File: src/rtl/core/assert_macros.svh
// Assertion macros shared by the crop/resize/quantize core.
// Each macro expects signals named clk and rst_n in the scope where it is used.
`ifndef ASSERT_MACROS_SVH
`define ASSERT_MACROS_SVH

// Same-cycle implication, checked outside reset.
`define CRQ_ASSERT_IMPLIES(label, ante, cons) \
  label: assert property (@(posedge clk) disable iff (!rst_n) (ante) |-> (cons)) \
    else $error("crq: implication check failed");

// Next-cycle implication, checked outside reset.
`define CRQ_ASSERT_NEXT(label, ante, cons) \
  label: assert property (@(posedge clk) disable iff (!rst_n) (ante) |=> (cons)) \
    else $error("crq: next-cycle check failed");

// Condition that must hold in the cycle after a reset cycle.
`define CRQ_ASSERT_AFTER_RESET(label, cons) \
  label: assert property (@(posedge clk) (!rst_n) |=> (cons)) \
    else $error("crq: post-reset check failed");

`endif

File: src/rtl/core/crq_pkg.sv
// Shared types and constants for the crop/resize/quantize core.
// No dependencies; every module in rtl/core imports this package.
package crq_pkg;

  localparam int SZ_W       = 11;  // width of every size register
  localparam int GAIN_W     = 24;  // Q8.16 gain
  localparam int CFG_IDX_W  = 3;
  localparam int CFG_DATA_W = 24;
  localparam int ACC_W      = 22;  // holds up to 2047 * 2047
  localparam int INDEX_W    = 20;
  localparam int FIFO_DEPTH = 4;
  localparam int FIFO_PTR_W = 2;
  localparam int FIFO_CNT_W = 3;

  typedef enum logic [CFG_IDX_W-1:0] {
    REG_SRC_W,
    REG_SRC_H,
    REG_CROP_W,
    REG_CROP_H,
    REG_TGT_W,
    REG_TGT_H,
    REG_GAIN,
    REG_ZERO
  } cfg_reg_t;

  typedef struct packed {
    logic [SZ_W-1:0]   src_w;
    logic [SZ_W-1:0]   src_h;
    logic [SZ_W-1:0]   crop_w;
    logic [SZ_W-1:0]   crop_h;
    logic [SZ_W-1:0]   tgt_w;
    logic [SZ_W-1:0]   tgt_h;
    logic [GAIN_W-1:0] gain;
    logic signed [7:0] zero;
  } cfg_t;

  // One selected pixel on its way from the front to the back.
  typedef struct packed {
    logic [15:0]        pixel;
    logic [INDEX_W-1:0] index;
    logic               last;
  } item_t;

  typedef struct packed {
    logic full;
    logic empty;
  } fifo_stat_t;

endpackage

File: src/rtl/core/crq_front.sv
// Front end: raster counters, centered-crop and nearest-neighbor selection.
// Depends on crq_pkg; writes selected pixels into crq_fifo.
module crq_front import crq_pkg::*; #(
  parameter int MAX_WIDTH  = 1024,
  parameter int MAX_HEIGHT = 1024
) (
  input  logic        clk,
  input  logic        rst_n,
  input  cfg_t        cfg,
  input  logic        in_push,
  input  logic [15:0] in_pixel,
  input  logic        in_frame_start,
  output logic        in_full,
  input  fifo_stat_t  q_stat,
  output logic        q_wr,
  output item_t       q_wdata
);

  // Size registers are 11 bits, so a limit above 2047 never bites.
  localparam logic [SZ_W-1:0] W_MAX =
    (MAX_WIDTH > 2047) ? {SZ_W{1'b1}} : SZ_W'(MAX_WIDTH);
  localparam logic [SZ_W-1:0] H_MAX =
    (MAX_HEIGHT > 2047) ? {SZ_W{1'b1}} : SZ_W'(MAX_HEIGHT);

  function automatic logic [SZ_W-1:0] limit_size(input logic [SZ_W-1:0] v,
                                                 input logic [SZ_W-1:0] maxv);
    logic [SZ_W-1:0] r;
    r = v;
    if (v == '0) begin
      r = SZ_W'(1);
    end else if (v > maxv) begin
      r = maxv;
    end
    return r;
  endfunction

  logic [SZ_W-1:0]  sc_r, sr_r, tc_r, tr_r;
  logic [SZ_W-1:0]  sc_nxt, sr_nxt, tc_nxt, tr_nxt;
  logic [ACC_W-1:0] csa_r, cta_r, rsa_r, rta_r;
  logic [ACC_W-1:0] csa_nxt, cta_nxt, rsa_nxt, rta_nxt;

  logic [SZ_W-1:0]  sc, sr, tc, tr;
  logic [ACC_W-1:0] csa, cta, rsa, rta;

  logic [SZ_W-1:0] w, h, cw0, ch0, cw, ch, tw, th, x0, y0, x_end, y_end;
  logic            col_in, row_in, col_sel, row_sel, sel, accept;
  logic [SZ_W:0]   sc_inc;
  logic [2*SZ_W-1:0] idx_full;

  // Effective geometry after clamping.
  always_comb begin
    w     = limit_size(cfg.src_w, W_MAX);
    h     = limit_size(cfg.src_h, H_MAX);
    cw0   = limit_size(cfg.crop_w, W_MAX);
    ch0   = limit_size(cfg.crop_h, H_MAX);
    cw    = (cw0 > w) ? w : cw0;
    ch    = (ch0 > h) ? h : ch0;
    tw    = limit_size(cfg.tgt_w, W_MAX);
    th    = limit_size(cfg.tgt_h, H_MAX);
    tw    = (tw > cw) ? cw : tw;
    th    = (th > ch) ? ch : th;
    x0    = (w - cw) >> 1;
    y0    = (h - ch) >> 1;
    x_end = x0 + cw;
    y_end = y0 + ch;
  end

  // A frame start clears the counters before this pixel is placed.
  always_comb begin
    sc  = in_frame_start ? '0 : sc_r;
    sr  = in_frame_start ? '0 : sr_r;
    tc  = in_frame_start ? '0 : tc_r;
    tr  = in_frame_start ? '0 : tr_r;
    csa = in_frame_start ? '0 : csa_r;
    cta = in_frame_start ? '0 : cta_r;
    rsa = in_frame_start ? '0 : rsa_r;
    rta = in_frame_start ? '0 : rta_r;
  end

  always_comb begin
    col_in  = (sc >= x0) && (sc < x_end);
    row_in  = (sr >= y0) && (sr < y_end);
    col_sel = col_in && (tc < tw) &&
              ({1'b0, cta} < ({1'b0, csa} + (ACC_W+1)'(tw)));
    row_sel = row_in && (tr < th) &&
              ({1'b0, rta} < ({1'b0, rsa} + (ACC_W+1)'(th)));
    sel     = col_sel && row_sel;
    accept  = in_push && !q_stat.full;
  end

  assign in_full = q_stat.full;
  assign q_wr    = accept && sel;

  always_comb begin
    idx_full        = ((2*SZ_W)'(tr) * (2*SZ_W)'(tw)) + (2*SZ_W)'(tc);
    q_wdata.pixel   = in_pixel;
    q_wdata.index   = idx_full[INDEX_W-1:0];
    q_wdata.last    = (tr == th - SZ_W'(1)) && (tc == tw - SZ_W'(1));
  end

  always_comb begin
    tc_nxt  = tc;
    cta_nxt = cta;
    csa_nxt = csa;
    tr_nxt  = tr;
    rta_nxt = rta;
    rsa_nxt = rsa;
    sr_nxt  = sr;
    if (col_in) begin
      if (col_sel) begin
        tc_nxt  = tc + SZ_W'(1);
        cta_nxt = cta + ACC_W'(cw);
      end
      csa_nxt = csa + ACC_W'(tw);
    end
    sc_inc = {1'b0, sc} + (SZ_W+1)'(1);
    if (sc_inc >= {1'b0, w}) begin
      sc_nxt  = '0;
      tc_nxt  = '0;
      csa_nxt = '0;
      cta_nxt = '0;
      if (row_in) begin
        if (row_sel) begin
          tr_nxt  = tr + SZ_W'(1);
          rta_nxt = rta + ACC_W'(ch);
        end
        rsa_nxt = rsa + ACC_W'(th);
      end
      if (sr < h) begin
        sr_nxt = sr + SZ_W'(1);
      end
    end else begin
      sc_nxt = sc_inc[SZ_W-1:0];
    end
  end

  always_ff @(posedge clk) begin
    if (!rst_n) begin
      sc_r  <= '0;
      sr_r  <= '0;
      tc_r  <= '0;
      tr_r  <= '0;
      csa_r <= '0;
      cta_r <= '0;
      rsa_r <= '0;
      rta_r <= '0;
    end else if (accept) begin
      sc_r  <= sc_nxt;
      sr_r  <= sr_nxt;
      tc_r  <= tc_nxt;
      tr_r  <= tr_nxt;
      csa_r <= csa_nxt;
      cta_r <= cta_nxt;
      rsa_r <= rsa_nxt;
      rta_r <= rta_nxt;
    end
  end

endmodule

File: src/rtl/core/crq_fifo.sv
// Short queue of selected pixels between the front and the back.
// Depends on crq_pkg for item_t, fifo_stat_t and the depth constants.
module crq_fifo import crq_pkg::*; (
  input  logic       clk,
  input  logic       rst_n,
  input  logic       wr,
  input  item_t      wdata,
  input  logic       rd,
  output item_t      rdata,
  output fifo_stat_t stat
);

  item_t                 mem_r [FIFO_DEPTH];
  logic [FIFO_PTR_W-1:0] wp_r, rp_r;
  logic [FIFO_CNT_W-1:0] cnt_r, cnt_nxt;

  assign rdata      = mem_r[rp_r];
  assign stat.full  = (cnt_r == FIFO_CNT_W'(FIFO_DEPTH));
  assign stat.empty = (cnt_r == '0);

  always_comb begin
    cnt_nxt = cnt_r;
    if (wr && !rd) begin
      cnt_nxt = cnt_r + FIFO_CNT_W'(1);
    end else if (rd && !wr) begin
      cnt_nxt = cnt_r - FIFO_CNT_W'(1);
    end
  end

  always_ff @(posedge clk) begin
    if (wr) begin
      mem_r[wp_r] <= wdata;
    end
  end

  always_ff @(posedge clk) begin
    if (!rst_n) begin
      wp_r  <= '0;
      rp_r  <= '0;
      cnt_r <= '0;
    end else begin
      if (wr) begin
        wp_r <= wp_r + FIFO_PTR_W'(1);
      end
      if (rd) begin
        rp_r <= rp_r + FIFO_PTR_W'(1);
      end
      cnt_r <= cnt_nxt;
    end
  end

endmodule

File: src/rtl/core/crq_back.sv
// Back end: channel expansion, Q8.16 gain, zero point and int8 saturation.
// Depends on crq_pkg; drains crq_fifo into the result register.
module crq_back import crq_pkg::*; (
  input  logic              clk,
  input  logic              rst_n,
  input  cfg_t              cfg,
  input  fifo_stat_t        q_stat,
  input  item_t             q_rdata,
  output logic              q_rd,
  output logic              out_empty,
  input  logic              out_pop,
  output logic signed [7:0] out_red_q,
  output logic signed [7:0] out_green_q,
  output logic signed [7:0] out_blue_q,
  output logic [INDEX_W-1:0] out_pixel_index,
  output logic              out_last
);

  // Truncating expansion c*255/31: 255/31 is 8 plus 7/31, and the fraction
  // floor(7*c/31) counts how many of its steps c has passed.
  function automatic logic [7:0] expand5(input logic [4:0] c);
    logic [2:0] frac;
    frac = 3'(c >= 5'd5)  + 3'(c >= 5'd9)  + 3'(c >= 5'd14) + 3'(c >= 5'd18) +
           3'(c >= 5'd23) + 3'(c >= 5'd27) + 3'(c >= 5'd31);
    return {c, 3'b000} + 8'(frac);
  endfunction

  // Truncating expansion c*255/63: 255/63 is 4 plus 1/21.
  function automatic logic [7:0] expand6(input logic [5:0] c);
    logic [1:0] frac;
    frac = 2'(c >= 6'd21) + 2'(c >= 6'd42) + 2'(c >= 6'd63);
    return {c, 2'b00} + 8'(frac);
  endfunction

  localparam logic signed [17:0] Q_MAX = 18'sd127;
  localparam logic signed [17:0] Q_MIN = -18'sd128;

  function automatic logic [7:0] quantize(input logic [7:0]        v,
                                          input logic [GAIN_W-1:0] gain,
                                          input logic signed [7:0] zero);
    logic [31:0]        prod;
    logic signed [17:0] q;
    logic [7:0]         r;
    prod = (32'(v) * 32'(gain)) + 32'd32768;
    q    = $signed({2'b00, prod[31:16]}) + {{10{zero[7]}}, zero};
    if (q > Q_MAX) begin
      r = Q_MAX[7:0];
    end else if (q < Q_MIN) begin
      r = Q_MIN[7:0];
    end else begin
      r = q[7:0];
    end
    return r;
  endfunction

  logic              valid_r;
  logic signed [7:0] red_r, green_r, blue_r;
  logic [INDEX_W-1:0] index_r;
  logic              last_r;
  logic [7:0]        r8, g8, b8;

  assign q_rd = !q_stat.empty && (!valid_r || out_pop);

  always_comb begin
    r8 = expand5(q_rdata.pixel[15:11]);
    g8 = expand6(q_rdata.pixel[10:5]);
    b8 = expand5(q_rdata.pixel[4:0]);
  end

  always_ff @(posedge clk) begin
    if (!rst_n) begin
      valid_r <= 1'b0;
    end else if (q_rd) begin
      valid_r <= 1'b1;
    end else if (out_pop) begin
      valid_r <= 1'b0;
    end
  end

  always_ff @(posedge clk) begin
    if (q_rd) begin
      red_r   <= quantize(r8, cfg.gain, cfg.zero);
      green_r <= quantize(g8, cfg.gain, cfg.zero);
      blue_r  <= quantize(b8, cfg.gain, cfg.zero);
      index_r <= q_rdata.index;
      last_r  <= q_rdata.last;
    end
  end

  assign out_empty       = !valid_r;
  assign out_red_q       = red_r;
  assign out_green_q     = green_r;
  assign out_blue_q      = blue_r;
  assign out_pixel_index = index_r;
  assign out_last        = last_r;

endmodule

File: src/rtl/core/crop_resize_quantize_rgb565_core.sv
// Top level of the RGB565 crop, nearest-neighbor downscale and int8 quantizer.
// Depends on crq_pkg, assert_macros.svh, crq_front, crq_fifo and crq_back.
//
//   Channel   Direction  Handshake              Payload
//   in_       input      in_push / in_full      in_pixel, in_frame_start
//   out_      output     out_pop / out_empty    out_red_q, out_green_q, out_blue_q,
//                                               out_pixel_index, out_last
//   cfg_      input      cfg_we                 cfg_index, cfg_wdata
//
// One pixel transaction is taken every cycle while in_full is low; the front
// end decides selection in the accepting cycle, so pixels need no gap. A
// selected pixel is written into the four-entry queue at the accepting edge and
// moves into the quantizer register at the next edge when that register is
// free, and from there it drives the result ports. in_full is high while the
// queue holds four entries, that is with five results unread, and then every
// pixel waits, selected or not. Reset is synchronous and active low; it clears
// the counters, the queue and the result register and reloads the default
// register values.
`include "assert_macros.svh"

module crop_resize_quantize_rgb565_core import crq_pkg::*; #(
  parameter int MAX_WIDTH  = 1024,
  parameter int MAX_HEIGHT = 1024
) (
  input  logic                  clk,
  input  logic                  rst_n,
  // Input pixel channel.
  input  logic                  in_push,
  output logic                  in_full,
  input  logic [15:0]           in_pixel,
  input  logic                  in_frame_start,
  // Result channel.
  output logic                  out_empty,
  input  logic                  out_pop,
  output logic signed [7:0]     out_red_q,
  output logic signed [7:0]     out_green_q,
  output logic signed [7:0]     out_blue_q,
  output logic [INDEX_W-1:0]    out_pixel_index,
  output logic                  out_last,
  // Configuration write port.
  input  logic                  cfg_we,
  input  logic [CFG_IDX_W-1:0]  cfg_index,
  input  logic [CFG_DATA_W-1:0] cfg_wdata
);

  // Configuration registers. Writes land immediately and are picked up by
  // the next transaction; software must only write while the core is idle (not enforced here).
  cfg_t cfg_r;

  always_ff @(posedge clk) begin
    if (!rst_n) begin
      cfg_r.src_w  <= SZ_W'(320);
      cfg_r.src_h  <= SZ_W'(240);
      cfg_r.crop_w <= SZ_W'(240);
      cfg_r.crop_h <= SZ_W'(240);
      cfg_r.tgt_w  <= SZ_W'(96);
      cfg_r.tgt_h  <= SZ_W'(96);
      cfg_r.gain   <= GAIN_W'(65536);
      cfg_r.zero   <= -8'sd128;
    end else if (cfg_we) begin
      unique case (cfg_reg_t'(cfg_index))
        REG_SRC_W:  cfg_r.src_w  <= cfg_wdata[SZ_W-1:0];
        REG_SRC_H:  cfg_r.src_h  <= cfg_wdata[SZ_W-1:0];
        REG_CROP_W: cfg_r.crop_w <= cfg_wdata[SZ_W-1:0];
        REG_CROP_H: cfg_r.crop_h <= cfg_wdata[SZ_W-1:0];
        REG_TGT_W:  cfg_r.tgt_w  <= cfg_wdata[SZ_W-1:0];
        REG_TGT_H:  cfg_r.tgt_h  <= cfg_wdata[SZ_W-1:0];
        REG_GAIN:   cfg_r.gain   <= cfg_wdata[GAIN_W-1:0];
        REG_ZERO:   cfg_r.zero   <= $signed(cfg_wdata[7:0]);
        default:    cfg_r        <= cfg_r;
      endcase
    end
  end

  fifo_stat_t q_stat;
  logic       q_wr, q_rd;
  item_t      q_wdata, q_rdata;

  // Front end: places every pixel in the frame and forwards the selected ones.
  crq_front #(
    .MAX_WIDTH  (MAX_WIDTH),
    .MAX_HEIGHT (MAX_HEIGHT)
  ) u_front (
    .clk            (clk),
    .rst_n          (rst_n),
    .cfg            (cfg_r),
    .in_push        (in_push),
    .in_pixel       (in_pixel),
    .in_frame_start (in_frame_start),
    .in_full        (in_full),
    .q_stat         (q_stat),
    .q_wr           (q_wr),
    .q_wdata        (q_wdata)
  );

  // Queue that lets the front keep accepting while a result waits.
  crq_fifo u_fifo (
    .clk   (clk),
    .rst_n (rst_n),
    .wr    (q_wr),
    .wdata (q_wdata),
    .rd    (q_rd),
    .rdata (q_rdata),
    .stat  (q_stat)
  );

  // Back end: quantizes one queued pixel per cycle into the result register while that register is free or popped.
  crq_back u_back (
    .clk             (clk),
    .rst_n           (rst_n),
    .cfg             (cfg_r),
    .q_stat          (q_stat),
    .q_rdata         (q_rdata),
    .q_rd            (q_rd),
    .out_empty       (out_empty),
    .out_pop         (out_pop),
    .out_red_q       (out_red_q),
    .out_green_q     (out_green_q),
    .out_blue_q      (out_blue_q),
    .out_pixel_index (out_pixel_index),
    .out_last        (out_last)
  );

  // The result register is empty right after reset.
  `CRQ_ASSERT_AFTER_RESET(a_empty_after_reset, out_empty)
  // The front never writes into a full queue.
  `CRQ_ASSERT_IMPLIES(a_no_overflow, q_wr, !q_stat.full)
  // The back never reads an empty queue.
  `CRQ_ASSERT_IMPLIES(a_no_underflow, q_rd, !q_stat.empty)
  // Results only come out of the queue: nothing queued, nothing shown.
  `CRQ_ASSERT_NEXT(a_no_phantom, q_stat.empty && out_empty, out_empty)

endmodule
File: config.mk
export PLATFORM = sky130hd
export DESIGN_NAME = crop_resize_quantize_rgb565_core
export DESIGN_NICKNAME = d
export VERILOG_FILES = /design/src/rtl/core/crq_pkg.sv /design/src/rtl/core/crq_front.sv /design/src/rtl/core/crq_fifo.sv /design/src/rtl/core/crq_back.sv /design/src/rtl/core/crop_resize_quantize_rgb565_core.sv
export VERILOG_INCLUDE_DIRS = /design/src /design/src/rtl/core
export SDC_FILE = /design/constraint.sdc
export NUM_CORES = 2
export LEC_CHECK = 0
export BUFFER_PORTS_ARGS = -buffer_cell sky130_fd_sc_hd__buf_2
export CORE_MARGIN = 2
export CORE_UTILIZATION = 38
export CTS_CLUSTER_SIZE = 8
export DETAILED_ROUTE_END_ITERATION = 16
export GPL_TIMING_DRIVEN = 0
export PLACE_DENSITY_LB_ADDON = 0.08
export SLEW_MARGIN = 5
export SYNTH_ARGS = -nofsm -noshare
export SYNTH_HDL_FRONTEND = slang
export SYNTH_SLANG_ARGS = --single-unit
File: constraint.sdc
create_clock -name clk -period 13.1 [get_ports clk]
set_clock_uncertainty 0.15 [all_clocks]
set_input_delay 0.655 -clock clk [delete_from_list [all_inputs] [get_ports clk]]
set_output_delay 0.655 -clock clk [all_outputs]
set_load 0.1 [all_outputs]
## After elaboration in Yosys (flattened, before gate mapping)

Memories as Yosys holds them, arrays and structs flattened. A register that Yosys moved wholly into a read port is not among the register bits.
Index checks and enable logic that the tools add are counted.

| cells by class | value |
|---|---|
| multiply operators | 4 |
| mux-type cells | 54 |
| order comparisons | 43 |
| $add $sub $neg | 44 |
| equality and inequality tests | 10 |
| reduce and logical (&&, ||, !) cells | 37 |

Operators with widths:

| kind | number |
|---|---|
| two-way mux 11 bit | 29 |
| two-way mux 22 bit | 14 |
| adder 32 x 16 -> 32 bit (second input constant) | 3 |
| multiplier 8 x 24 -> 32 bit | 3 |
| adder 22 x 11 -> 22 bit | 4 |
| greater-than comparator 11 bit (second input constant) | 6 |
| zero test 11 bit | 6 |
| < comparator 11 bit | 5 |
| adder 17 x 8 -> 18 bit | 3 |
| greater-than comparator 18 x 8 -> 1 bit (second input constant) | 3 |
| < comparator 18 x 8 -> 1 bit (second input constant) | 3 |
| adder 22 x 11 -> 23 bit | 2 |
| < comparator 22 x 23 -> 1 bit | 2 |
| greater-than comparator 11 bit | 4 |
| >= comparator 5 bit (second input constant) | 8 |
| adder 11 x 1 -> 11 bit (second input constant) | 3 |
| adder 3 x 1 -> 3 bit | 10 |
| two-way mux 8 bit | 3 |
| adder 10 x 11 -> 11 bit | 2 |
| == test 11 bit | 2 |
| >= comparator 11 x 10 -> 1 bit | 2 |
| subtractor 11 x 1 -> 11 bit (second input constant) | 2 |
| subtractor 11 bit | 2 |
| adder 20 x 11 -> 20 bit | 1 |
| 26 further kinds | 70 |

| word-level totals | value |
|---|---|
| input bits | 49 |
| logic and storage cells | 218 |
| memories | 1 |
| RAM bits | 148 |
| flip-flop bits (word level) | 283 |

Memories:

| name | depth | width | rd ports | clocked after memory_dff | write ports | RTL line | source |
|---|---|---|---|---|---|---|---|
| u_fifo.mem_r | 4 | 37 | 1 | 1 | 1 | crq_fifo.sv:13 | `item_t mem_r [FIFO_DEPTH];` |

## Longest topological paths before layout

| logic depth | value |
|---|---|
| depth in word-level cells | 17 |
| depth in mapped cells | 52 |
| depth with buffers taken out | 49 |

## Hierarchy

Synthesis repeated with hierarchy kept, for this count alone.

| second synthesis, totals | value |
|---|---|
| cell total of the unflattened synthesis | 5893 |
| area total of the unflattened synthesis | 52275.1 um^2 |

By module, submodules not included:

| module | instances | sequential area each (um^2) | cells each | area an instance (um^2) |
|---|---|---|---|---|
| crq_back | 1 | 1371.3 | 2607 | 22260.1 |
| crq_front | 1 | 2642.5 | 2692 | 20479.6 |
| crq_fifo | 1 | 4624.4 | 236 | 5840.6 |
| crop_resize_quantize_rgb565_core | 1 | 1961.9 | 358 | 3694.8 |

## Worst setup path after synthesis

No wires, ideal clock.

| path | value |
|---|---|
| path type | flip-flop to flip-flop |
| from | register (tool-made name) |
| to | register u_back.red_r[0] (netlist: u_back.out_red_q[0]), data pin |
| setup time | 0.296 ns |
| period minus slack after synthesis | 11.623 ns |
| slack | 1.477 ns |
| data arrival time | 11.177 ns |
| stages on the path, launching flop included | 45 |
| cells stage by stage | dfxtp_1 clkbuf_1 clkbuf_1 mux4_2 clkbuf_1 o31a_1 fa_1 fa_1 ha_1 fa_1 xor2_1 clkbuf_1 and2_1 fa_1 inv_1 fa_1 inv_1 fa_1 (+9 left out) nand2b_1 a21oi_1 xnor2_1 ha_1 inv_1 fa_1 nor2b_1 o21ai_0 a21boi_0 o21ai_0 o31ai_1 nor3_1 o21ai_0 a31o_2 a21oi_1 xnor2_1 o41ai_1 o21ai_0 |

RTL lines:

| item | RTL line | source |
|---|---|---|
| end signal, assigned | crq_back.sv:82 | `red_r <= quantize(r8, cfg.gain, cfg.zero);` |
| end, declared | crq_back.sv:57 | `logic signed [7:0] red_r, green_r, blue_r;` |

==> flow_results.xml <==
<?xml version="1.0" encoding="UTF-8"?>
<metrics>
  <group name="layout">
    <metric name="design_area" unit="sq mm">0.05564</metric>
    <metric name="n_antenna_cell" unit="">0</metric>
    <metric name="area_growth_syn_to_layout" unit="%">9.635</metric>
    <metric name="final_standard_cell_utilization_of_the_core" unit="%">41.85</metric>
    <metric name="finish.cell_count_without_fillers" unit="">7771</metric>
    <metric name="final_nets" unit="">7103</metric>
    <metric name="final_layout_size_suffix_gt1_share" unit="%">5.247</metric>
  </group>
  <group name="worst_setup_path">
    <metric name="cpLargestDelayFamily" unit="">adder cells</metric>
    <metric name="endpoint_kind" unit="">flip-flop</metric>
    <metric name="worst_path_largest_cell_delay" unit="ns">0.65</metric>
    <metric name="worst_ep_required_time" unit="ns">13.33</metric>
    <metric name="cp_slowest_cell" unit="">sky130_fd_sc_hd__mux4_2</metric>
    <metric name="critPathArrivalTime" unit="ns">12.69</metric>
    <metric name="start_kind" unit="">flip-flop</metric>
    <metric name="critical-path-top-cell-by-count" unit="">sky130_fd_sc_hd__fa_1</metric>
    <metric name="worst-setup-path-type" unit="">flip-flop to flip-flop</metric>
    <metric name="cp_max_fo" unit="">10</metric>
    <metric name="cp_num_buf_inv" unit="">5</metric>
  </group>
  <group name="global_route">
    <metric name="first_global_vias" unit="">40940</metric>
    <metric name="grt_start_max_net_pins" unit="">32</metric>
    <metric name="antenna_found_initial" unit="">2</metric>
    <metric name="first_pass_grt_wire_length" unit="mm">244.3</metric>
    <metric name="globalRouteOverflowTotal" unit="">0</metric>
    <metric name="track_usage" unit="%">23.46</metric>
  </group>
  <group name="sta">
    <metric name="final_max_slew_viol_count" unit="">0</metric>
    <metric name="worst_pin_slew" unit="ns">1.366</metric>
    <metric name="layout_setup_ws" unit="ns">0.6377</metric>
    <metric name="timing.final.crit_period" unit="ns">12.46</metric>
    <metric name="layout_worst_path_cycle_share" unit="%">95.13</metric>
    <metric name="final_hold_viol_count" unit="">0</metric>
    <metric name="worst_hold_slack" unit="ns">0.06972</metric>
    <metric name="worst_slew_margin_rel" unit="%">7.942</metric>
    <metric name="fmax" unit="MHz">80.24</metric>
    <metric name="finalSetupViolations" unit="">0</metric>
  </group>
  <group name="cts">
    <metric name="cts_hold_repair.buffers" unit="">0</metric>
    <metric name="tritoncts.num_buffers" unit="">66</metric>
    <metric name="cts_num_sinks" unit="">433</metric>
    <metric name="ctsLongestPathBuffers" unit="">3</metric>
    <metric name="cts_tree" unit="">built</metric>
    <metric name="clk_latency" unit="ns">0.68</metric>
    <metric name="cts_root_buf" unit="">sky130_fd_sc_hd__clkbuf_16</metric>
    <metric name="worst_setup_hold_path_clk_slew" unit="ns">0.06</metric>
    <metric name="htree_num_levels" unit="">3</metric>
  </group>
  <group name="floorplan">
    <metric name="floorplan.die.width" unit="microns">369.5</metric>
    <metric name="core_area" unit="sq mm">0.1330</metric>
    <metric name="die-height" unit="microns">369.5</metric>
    <metric name="starting_density_of_the_core" unit="%">38.17</metric>
    <metric name="design.die.area" unit="sq mm">0.1365</metric>
    <metric name="pin_count" unit="">96</metric>
    <metric name="row_count" unit="">134</metric>
  </group>
  <group name="logic_synthesis">
    <metric name="synth_area_per_cell" unit="sq um">8.722</metric>
    <metric name="synth-main-ff-cell" unit="">sky130_fd_sc_hd__dfxtp_1</metric>
    <metric name="synthCells" unit="">5819</metric>
    <metric name="postSynthRegisterBits" unit="">433</metric>
    <metric name="post_synth_num_cell_types" unit="">96</metric>
    <metric name="synth-async-reset-ratio" unit="%">0</metric>
    <metric name="synth_commonest_cells" unit="">892 x sky130_fd_sc_hd__inv_1, 740 x sky130_fd_sc_hd__nand2_1, 577 x sky130_fd_sc_hd__ha_1</metric>
    <metric name="synthesis.area" unit="sq mm">0.05075</metric>
    <metric name="post-synth-top-area-cell" unit="">sky130_fd_sc_hd__fa_1</metric>
    <metric name="synth.net_count" unit="">6947</metric>
    <metric name="synth.area.top_cells" unit="">sky130_fd_sc_hd__fa_1 20%, sky130_fd_sc_hd__ha_1 14%, sky130_fd_sc_hd__edfxtp_1 11%</metric>
    <metric name="synth_edf_count" unit="">193</metric>
    <metric name="seq_area_frac_synth" unit="%">20.89</metric>
    <metric name="synth.top_cell.area_share" unit="%">19.80</metric>
    <metric name="ys.warnings.count" unit="">0</metric>
    <metric name="synth.most_common_cell" unit="">sky130_fd_sc_hd__inv_1</metric>
  </group>
  <group name="placed_design">
    <metric name="dpl_cell_area" unit="sq mm">0.05354</metric>
    <metric name="dp_worst_setup_slack" unit="ns">-1.994</metric>
    <metric name="routability_cong" unit="">0.8793</metric>
    <metric name="port_buffers" unit="">85</metric>
    <metric name="placed_cells" unit="">7678</metric>
    <metric name="detailed_place_hpwl" unit="mm">127.3</metric>
  </group>
  <group name="detailed_routing">
    <metric name="drt-initial-drc-count" unit="">2207</metric>
    <metric name="wl_per_cell" unit="microns">20.32</metric>
    <metric name="post-route-drc-count" unit="">0</metric>
    <metric name="routed_via_density" unit="">5.138</metric>
    <metric name="num_vias" unit="">39930</metric>
    <metric name="postRouteAntennaNets" unit="">0</metric>
    <metric name="finalWirelength" unit="mm">157.9</metric>
    <metric name="drt_first_pass_iters" unit="">6</metric>
  </group>
  <group name="power_and_ir_drop">
    <metric name="power_density" unit="mW/mm^2">140.3</metric>
    <metric name="vdd_ir_drop_max" unit="uV">123.9</metric>
    <metric name="leakage" unit="nW">24.99</metric>
  </group>
  <group name="min_path">
    <metric name="hp-class" unit="">primary input to flip-flop</metric>
  </group>
  <group name="run">
    <metric name="maxcap_violations" unit="">0</metric>
  </group>
  <group name="outcome">
    <metric name="outcome" unit="">finished clean</metric>
  </group>
</metrics>
-- report_power, final --
part | switching, W | leakage (nW) | internal [W] | total (W)
registers | 0.0000450 | 3.66 | 0.00155 | 0.00160
logic | 0.00316 | 20.4 | 0.00140 | 0.00456
clock network | 0.000681 | 0.946 | 0.000969 | 0.00165
-- final timing paths --
kind                                                   start                                end  slack (ns)  depth (start not counted)
worst max-delay path                               flip-flop  u_back.out_red_q[6]$_SDFFCE_PN1P_        0.64                         41
worst min-delay path                            in_pixel[15]      u_fifo.mem_r[0][36]$_DFFE_PP_        0.07                          1
worst max register to register                     flip-flop  u_back.out_red_q[6]$_SDFFCE_PN1P_        0.64                         41
worst min register to register  u_front.tc_r[1]$_SDFFE_PN0P_       u_front.tc_r[1]$_SDFFE_PN0P_        0.29                          2
-- flip-flops by register name (all words and copies together), names as in the netlist, 11 cells and up, named ones only --
signal and count:
u_front.tc_r 11, u_front.tr_r 11, u_front.sc_r 11, u_back.out_pixel_index 20, u_front.rta_r 22, u_front.csa_r 22
u_front.cta_r 22, u_fifo.mem_r 148, cfg_r 98, u_front.sr_r 11, u_front.rsa_r 22
-- metal layers --
metal / share of wire, % / vias up / GRT usage [%]
li1: - / 19270 / -
met1: 43 / 19680 / 29.89
met2: 49 / 757 / 41.03
met3: 3.4 / 217 / 2.262
met4: 3.9 / 2 / 8.681
met5: 0.0070 / - / 0
-- layout by cell type (no fill, tap or decap), types with 19 or more instances in the layout --
cell type                     n
sky130_fd_sc_hd__inv_1      892
sky130_fd_sc_hd__nand2_1    740
sky130_fd_sc_hd__ha_1       577
sky130_fd_sc_hd__fa_1       502
sky130_fd_sc_hd__a21oi_1    308
sky130_fd_sc_hd__and2_1     307
sky130_fd_sc_hd__nor2_1     275
sky130_fd_sc_hd__dfxtp_1    237
sky130_fd_sc_hd__nor2b_1    218
sky130_fd_sc_hd__clkbuf_1   213
sky130_fd_sc_hd__edfxtp_1   193
sky130_fd_sc_hd__o21ai_0    179
sky130_fd_sc_hd__xnor2_1    172
sky130_fd_sc_hd__nand3_1    115
sky130_fd_sc_hd__buf_2       88
sky130_fd_sc_hd__xor2_1      85
sky130_fd_sc_hd__nand2b_1    81
sky130_fd_sc_hd__a21o_1      76
sky130_fd_sc_hd__nor3_1      73
sky130_fd_sc_hd__clkbuf_16   66
sky130_fd_sc_hd__o21a_1      47
sky130_fd_sc_hd__mux4_2      37
sky130_fd_sc_hd__o21bai_1    35
sky130_fd_sc_hd__and3_1      33
sky130_fd_sc_hd__nand4_1     32
sky130_fd_sc_hd__a31oi_1     25
sky130_fd_sc_hd__or3_1       20
sky130_fd_sc_hd__a211oi_1    19
sky130_fd_sc_hd__clkbuf_2    19
-- logic make-up after synthesis --
group / Yosys count / share of synthesized area (%)
simple gates: 1972 / 19.04
buf+inv: 1141 / 8.486
fa+ha+maj: 1079 / 34.03
compound gates: 864 / 10.71
flops: 433 / 20.89
xor+xnor: 260 / 4.487
mux: 70 / 2.362
-- stage by stage --
| step | setup TNS, ns | total power, W |
|---|---|---|
| floorplan | 0 | 0.004709 |
| global placement | -334.04 | 0.006148 |
| detailed placement | -152.01 | 0.006175 |
| CTS | 0 | 0.007903 |
| global route | -0.005288 | 0.008385 |
| finish | 0 | 0.007806 |
-- what timing repair did --
action / CTS / global route
setup endpoints to repair: 132 / 176
cloned: 0 / 0
pin swaps: 0 / 2
resized for setup: 19 / 28
buffers inserted: 0 / 1
-- worst reg2reg max path, delay by kind of cell (launching register included) --
family                     cells  cell delay (ns)
DFF                            1             0.48
buffers and inverters          5             1.08
xor gates and xnor gates       2             0.46
AOI/OAI and AO/OA             12             2.73
and+or+nand+nor               11             2.31
muxes                          1             0.65
adders and majority gates     10             4.30
-- final cells by class --
| cell class | instances | area [sq um] |
|---|---|---|
| Fill cell | 13510 | 77310 |
| Multi-Input combinational cell | 4245 | 35970 |
| Sequential cell | 433 | 10610 |
| Inverter | 901 | 3382 |
| Tap cell | 1768 | 2212 |
| Clock buffer | 86 | 1767 |
| Buffer | 236 | 942.2 |
| Timing Repair Buffer | 92 | 553.0 |
| Clock inverter | 10 | 207.7 |
Power figures use the tool's default switching activity.
